**config.mk**
```make
export PLATFORM = sky130hd
export DESIGN_NAME = qtci_axis_map
export DESIGN_NICKNAME = d
export VERILOG_FILES = /design/src/quadtree_cell_index_unit_defines.svh /design/src/qtci_pkg.sv /design/src/qtci_axis_map.sv
export SDC_FILE = /design/constraint.sdc
export NUM_CORES = 2
export LEC_CHECK = 0
export BUFFER_PORTS_ARGS = -buffer_cell sky130_fd_sc_hd__buf_4
export CORE_ASPECT_RATIO = 0.75
export CORE_MARGIN = 8
export CORE_UTILIZATION = 55
export CTS_BUF_LIST = sky130_fd_sc_hd__clkbuf_8
export DETAILED_ROUTE_END_ITERATION = 7
export GPL_TIMING_DRIVEN = 0
export PLACE_DENSITY_LB_ADDON = 0.05
export SYNTH_ARGS = -nofsm -noshare
export SYNTH_HDL_FRONTEND = slang
export SYNTH_SLANG_ARGS = --single-unit
```
**constraint.sdc**
```tcl
create_clock -name clk_i -period 13.7 [get_ports clk_i]
set_input_delay 4.11 -clock clk_i [delete_from_list [all_inputs] [get_ports clk_i]]
set_output_delay 4.11 -clock clk_i [all_outputs]
set_load 0.01 [all_outputs]
```
**src/quadtree_cell_index_unit_defines.svh**
```systemverilog
// assertion macros for the quadtree cell index unit
`ifndef QUADTREE_CELL_INDEX_UNIT_DEFINES_SVH
`define QUADTREE_CELL_INDEX_UNIT_DEFINES_SVH

// same-cycle implication, checked out of reset
`define QTCI_ASSERT_IMPL(label, ante, cons) \
  label: assert property (@(posedge clk_i) disable iff (!rst_ni) (ante) |-> (cons)) \
    else $error("qtci assertion failed");

// next-cycle implication, checked out of reset
`define QTCI_ASSERT_NEXT(label, ante, cons) \
  label: assert property (@(posedge clk_i) disable iff (!rst_ni) (ante) |=> (cons)) \
    else $error("qtci assertion failed");

`endif

```
**src/qtci_pkg.sv**
```systemverilog
// shared types and constants of the quadtree cell index unit
package qtci_pkg;

  localparam int unsigned DATA_W = 32;
  localparam int unsigned PADDR_W = 4;

  typedef logic [1:0] reg_idx_t;

  localparam reg_idx_t REG_ORIGIN_X = 2'd0;
  localparam reg_idx_t REG_ORIGIN_Y = 2'd1;
  localparam reg_idx_t REG_SCALE_X  = 2'd2;
  localparam reg_idx_t REG_SCALE_Y  = 2'd3;

  localparam logic [DATA_W-1:0] SCALE_RESET = 32'h0001_0000;

  typedef struct packed {
    logic s1;
    logic s2;
    logic s3;
  } pipe_en_t;

endpackage

```
**src/qtci_axis_map.sv**
```systemverilog
// one coordinate: origin offset, scale multiply and saturation to the grid
module qtci_axis_map #(
  parameter int unsigned CELL_W = 3
) (
  input  logic                        clk_i,
  input  qtci_pkg::pipe_en_t          en_i,
  input  logic [qtci_pkg::DATA_W-1:0] coord_i,
  input  logic [qtci_pkg::DATA_W-1:0] origin_i,
  input  logic [qtci_pkg::DATA_W-1:0] scale_i,
  output logic [CELL_W-1:0]           cell_o,
  output logic                        clamp_o
);

  localparam int unsigned DW = qtci_pkg::DATA_W;

  logic [DW:0]     diff;
  logic            neg_q;
  logic [DW-1:0]   mag_q;
  logic [2*DW-1:0] prod;
  logic [DW-1:0]   prod_hi_q;
  logic            neg2_q;
  logic            scale_nz_q;
  logic [CELL_W-1:0] cell_d;
  logic            clamp_d;
  logic [CELL_W-1:0] cell_q;
  logic            clamp_q;

  // stage 1: exact 33-bit offset
  assign diff = {coord_i[DW-1], coord_i} - {origin_i[DW-1], origin_i};

  always_ff @(posedge clk_i) begin
    if (en_i.s1) begin
      neg_q <= diff[DW];
      mag_q <= diff[DW-1:0];
    end
  end

  // stage 2: 32x32 product, integer part kept
  assign prod = mag_q * scale_i;

  always_ff @(posedge clk_i) begin
    if (en_i.s2) begin
      prod_hi_q  <= prod[2*DW-1:DW];
      neg2_q     <= neg_q;
      scale_nz_q <= (scale_i != '0);
    end
  end

  // stage 3: saturate into the grid
  always_comb begin
    cell_d  = prod_hi_q[CELL_W-1:0];
    clamp_d = 1'b0;
    if (neg2_q) begin
      cell_d  = '0;
      clamp_d = scale_nz_q;
    end else if (prod_hi_q[DW-1:CELL_W] != '0) begin
      cell_d  = '1;
      clamp_d = 1'b1;
    end
  end

  always_ff @(posedge clk_i) begin
    if (en_i.s3) begin
      cell_q  <= cell_d;
      clamp_q <= clamp_d;
    end
  end

  assign cell_o  = cell_q;
  assign clamp_o = clamp_q;

endmodule

```
==> Word-level counts from Yosys, hierarchy flattened <==
Index checks and enable logic that the tools add are counted.
{ "op_classes": {"add_sub_neg": 1, "n_mul": 1, "muxes": 3, "reduce_logical": 2} }
{ "ops": {"columns": ["operator", "n"], "rows": [
  ["multiplier 32 x 32 -> 64 bit", 1],
  ["subtractor 32 x 32 -> 33 bit", 1],
  ["nonzero test 32 bit", 1],
  ["nonzero test 29 bit", 1],
  ["2-to-1 mux 3 bit", 1],
  ["2-to-1 mux 1 bit", 2]
]} }
{ "totals": {"ff_bits": 71, "output_inout_bits": 4, "word_cells": 14} }

==> Logic depth before layout (Yosys ltp) <==
{ "depth": {"ltp_word": 3, "ltp_mapped": 27, "mapped_depth_nobuf": 26} }

==> Worst setup path after synthesis <==
OpenSTA, ideal clock, no wires.
{ "synth_path": {"kind": "input to register", "from": "in scale_i[2] (netlist bit)", "to": "reg prod_hi_q[31], data pin", "t_arrival_ns": 10.545, "required_ns": 13.440, "slack_ns": 2.895, "path_stages": 24, "n_path_buf": 2, "path_cell_list": "clkbuf_1 > nand2_1 > fa_1 > inv_1 > fa_1 > inv_1 > fa_1 > fa_1 > inv_1 > fa_1 > fa_1 > fa_1 > inv_1 > fa_1 > inv_1 > ha_1 > buf_2 > nand2_1 > or4b_1 > or3_1 > o211a_4 > a21oi_4 > a31oi_1 > xnor2_1"} }
{ "synth_via": {"elab_chain_cells": 1} }
{ "synth_lines": {"columns": ["element", "line", "rtl"], "rows": [
  ["start, declared", "qtci_axis_map.sv:9", "input logic [qtci_pkg::DATA_W-1:0] scale_i,"],
  ["multiplier 32 x 32 -> 64 bit", "qtci_axis_map.sv:39", "assign prod = mag_q * scale_i;"],
  ["net prod[63]", "qtci_axis_map.sv:19", "logic [2*DW-1:0] prod;"],
  ["end signal, assigned", "qtci_axis_map.sv:43", "prod_hi_q <= prod[2*DW-1:DW];"],
  ["end, declared", "qtci_axis_map.sv:20", "logic [DW-1:0] prod_hi_q;"]
]} }
The timed path passes the listed nets, and every way through them passes these cells.
A chain may end at the register's enable or synchronous reset.

==> Final worst setup path <==
{ "layout_path": {"from": "in scale_i[10] (netlist bit)", "to": "reg prod_hi_q[25], data pin"} }
The elaborated chain is that of the path after synthesis.

==> summary.txt <==
Timing
  • Rel. slew slack: slightly below 8%
  • RSZ-0062 raised after global routing: no
  • Worst Max-Slew Pin Slew: 1.381 ns
  • Final number of setup-violating endpoints: 0
  • Slew Limit Fails: 0
  • Fin crit period: 12.78 ns
  • Fmax: around 0.078 GHz
  • Setup tns final: 0 ns
  • Final-report hold violation count: 0
  • Clock Skew: approximately 0.010 ns
  • Final period utilization: roughly 93%
  • Hold Slack: roughly 0.60 ns

Placement
  • Placed insts: 5001
  • Gp weighted congestion: between 1 and 1.5
  • DP Area: roughly 39000 sq um
  • I/O Buffers: a little over 100
  • HPWL Detailed: about 110000 microns

Cells and area
  • Area of the multi-input gates: 30650 sq um
  • Cell Count, Final, Fillers Out: between 5k and 6k
  • Final net count: 5418
  • Filler cells: slightly above 6k
  • Most common cell after layout, fill and taps aside: inv_1
  • Area Overhead vs Synth: 5.691%
  • Share of cells above drive strength 1: around 3.3%
  • Most frequent cells in the layout: inv_1 (931), fa_1 (896), and2_1 (622), nand2_1 (480), ha_1 (292)
  • Sequential cell area: ~2100 sq um
  • Final std cell area, no fill: roughly 39000 sq um

Synthesis
  • Syn Area/Cell: about 9.2 sq um
  • Synth Cell Area: about 37000 sq um
  • Cells after Synth: about 4.0k
  • Distinct cells, synth: 68
  • Multiplexer share of the synthesized area: less than 1%
  • Yosys warns: 0
  • Synth Register Bits: between 70 and 80
  • EDFF count, synth: between 70 and 80
  • Top_reg_cell synth: edfxtp_1
  • Post-Syn Nets: between 5k and 6k
  • Post-synthesis xor/xnor area fraction: 1.324%
  • Async set-or-reset flop fraction in the synthesized netlist: 0%
  • Simple-gate share of the synthesized area: ~18%
  • Main combinational cell family by area after synthesis: adder cells
  • Sequential-to-total area share from yosys stat: between 5 and 6%
  • Area fraction in compound gates after synthesis: under 10%
  • Adder-Cell Fraction of Synth Area: 58.29%

Floorplan
  • I/O pins: between 100 and 150
  • Die area: around 76000 sq um
  • CORE AREA: roughly 67000 sq um
  • Die Span Y: between 200 and 250 microns
  • DIE WIDTH: between 300 and 400 microns
  • Initial Utilization: 55.55%
  • FP Rows: 82

Detailed routing
  • DR DRC count: 0
  • WL per Instance: between 20 and 30 microns
  • Routed vias: about 29k
  • Via density: ~5.7
  • DRT antenna net count: 0
  • 1st-pass router iterations: 6
  • Initial drt markers: roughly 2.9k
  • Final WL: between 100000 and 150000 microns

Flow run
  • Max_cap viols: 0

Global route
  • Via count of the first global-routing pass: 29.21k
  • Overall routing resource usage: between 30% and 40%
  • Largest net degree at the start of global routing: 35
  • Final global-route overflow total: 0
  • Initial antenna violation count: 24
  • First-pass GRT wire length: just under 200000 microns

Critical path
  • Slowest cell on crit path: clkbuf_1
  • Crit path max-delay family: adder cells
  • Crit path capture type: register
  • Buf+Inv Stages, Crit Path: 4
  • Worst-path fanout max: 13
  • R2R setup slack: approximately 4.4 ns
  • Arr. time, crit path: roughly 13 ns
  • Worst Setup Start Kind: input port
  • Worst path cell trace: buf_4 > clkbuf_1 > and2_1 > fa_1 > fa_1 > inv_1 > fa_1 > fa_1 > fa_1 > inv_1 > fa_1 > fa_1 > fa_1 > ha_1 > a21oi_1 > o21ai_0 > a2111oi_0 > o311ai_1 > a21oi_1 > nor2_1 > a2111oi_0 > a311oi_1
  • CP max stage delay: about 1.0 ns
  • Worst path most repeated cell: fa_1
  • WP data required: 13.88 ns
  • Setup CP Type: in -> reg

CTS
  • Post-CTS Hold Buffers: 0
  • Worst-skew pair later-pin latency: approximately 0.44 ns
  • CTS tree: done
  • CTS resizes: 0
  • CTS root buf: clkbuf_8
  • Clock Tree Buf Depth: 2
  • H-tree lvl count: 3
  • Total CTS buffers: 9
  • Postcts setup bufs: 0
  • Clk sinks: 71
  • Clock transition at path regs: 0.09 ns

Min path
  • Hold crit path type: reg -> reg

Status
  • Status: finished, final reports clean
==> metrics by stage <==
stage,setup WS (ns),utilization (%)
after floorplan,2.895,-
after detailed placement,0.7148,58.36
after CTS,1.222,58.65
after global placement,0.6963,58.36
final,0.9159,58.71
after global routing,0.6756,58.66
==> Yosys cell counts, drive strengths merged (3+ instances only) <==
master,count,share of area [%]
a2111oi,4,0.11
o221ai,4,0.095
nor2,51,0.52
xnor2,39,0.92
or3,4,0.068
nand3,17,0.23
nand2b,7,0.12
o211a,3,0.10
nand2,480,4.9
or2,4,0.068
o21bai,18,0.36
and4,7,0.17
o311ai,7,0.19
nor4,20,0.34
o21a,15,0.30
nand4,23,0.41
or4,3,0.061
and3,11,0.19
a21o,32,0.65
a31oi,8,0.14
clkbuf,203,2.1
o31ai,3,0.061
nor3,20,0.27
ha,292,9.9
o211ai,7,0.16
xor2,17,0.40
fa,896,48
a221oi,3,0.071
a21oi,102,1.4
nor2b,7,0.12
inv,931,9.4
a211oi,10,0.22
o21ai,45,0.61
and2,622,11
a21boi,4,0.081
edfxtp,71,5.8
==> worst register-to-register path, delay by kind of cell (launching register included) <==
family / cells / cell delay [ns]
adder cells (fa/ha/maj): 9 / 4.35
flip-flops: 1 / 0.59
buffers and inverters: 3 / 1.14
AO/OA/AOI/OAI: 7 / 2.56
AND/OR/NAND/NOR: 2 / 0.47
==> sequential cells by signal, summed over array words and instances (netlist names) <==
name,cells
mag_q,32
prod_hi_q,32
cell_o,3
clamp_o,1
neg2_q,1
neg_q,1
scale_nz_q,1
==> path summary, 6_finish.rpt <==
kind                         to         start  depth (start not counted)
setup reg to reg  prod_hi_q[25]     mag_q[22]                         21
setup / recovery  prod_hi_q[25]   scale_i[10]                         22
hold reg to reg       cell_o[1]  prod_hi_q[1]                          2
hold / removal        cell_o[1]  prod_hi_q[1]                          2
==> metal layers <==
layer	vias to the layer above	GRT usage (%)	share of wire, %
li1	12136	-	-
met1	14676	48.40	40
met2	1701	51.95	42
met3	377	10.64	12
met4	10	18.77	6.1
met5	-	0	0.043
==> cell type report <==
type / count / area share, %
multi-input cells: 2810 / 78.28
inverters: 931 / 8.926
flip-flops and latches: 71 / 5.446
well taps: 882 / 2.819
repair buffers: 103 / 1.975
plain buffers: 204 / 1.959
clock buffers: 9 / 0.3164
clock inverters: 7 / 0.1854
diodes: 14 / 0.08948
==> cell families after synthesis <==
logic type | Yosys count
DFF | 71
buffers and inverters | 1135
xor gates and xnor gates | 56
adders and majority gates | 1188
and+or+nand+nor | 1281
AOI/OAI and AO/OA | 284
muxes | 1
Power is not shown: default switching activity piles up to over one toggle a cycle in this logic, so the estimate is an artifact.
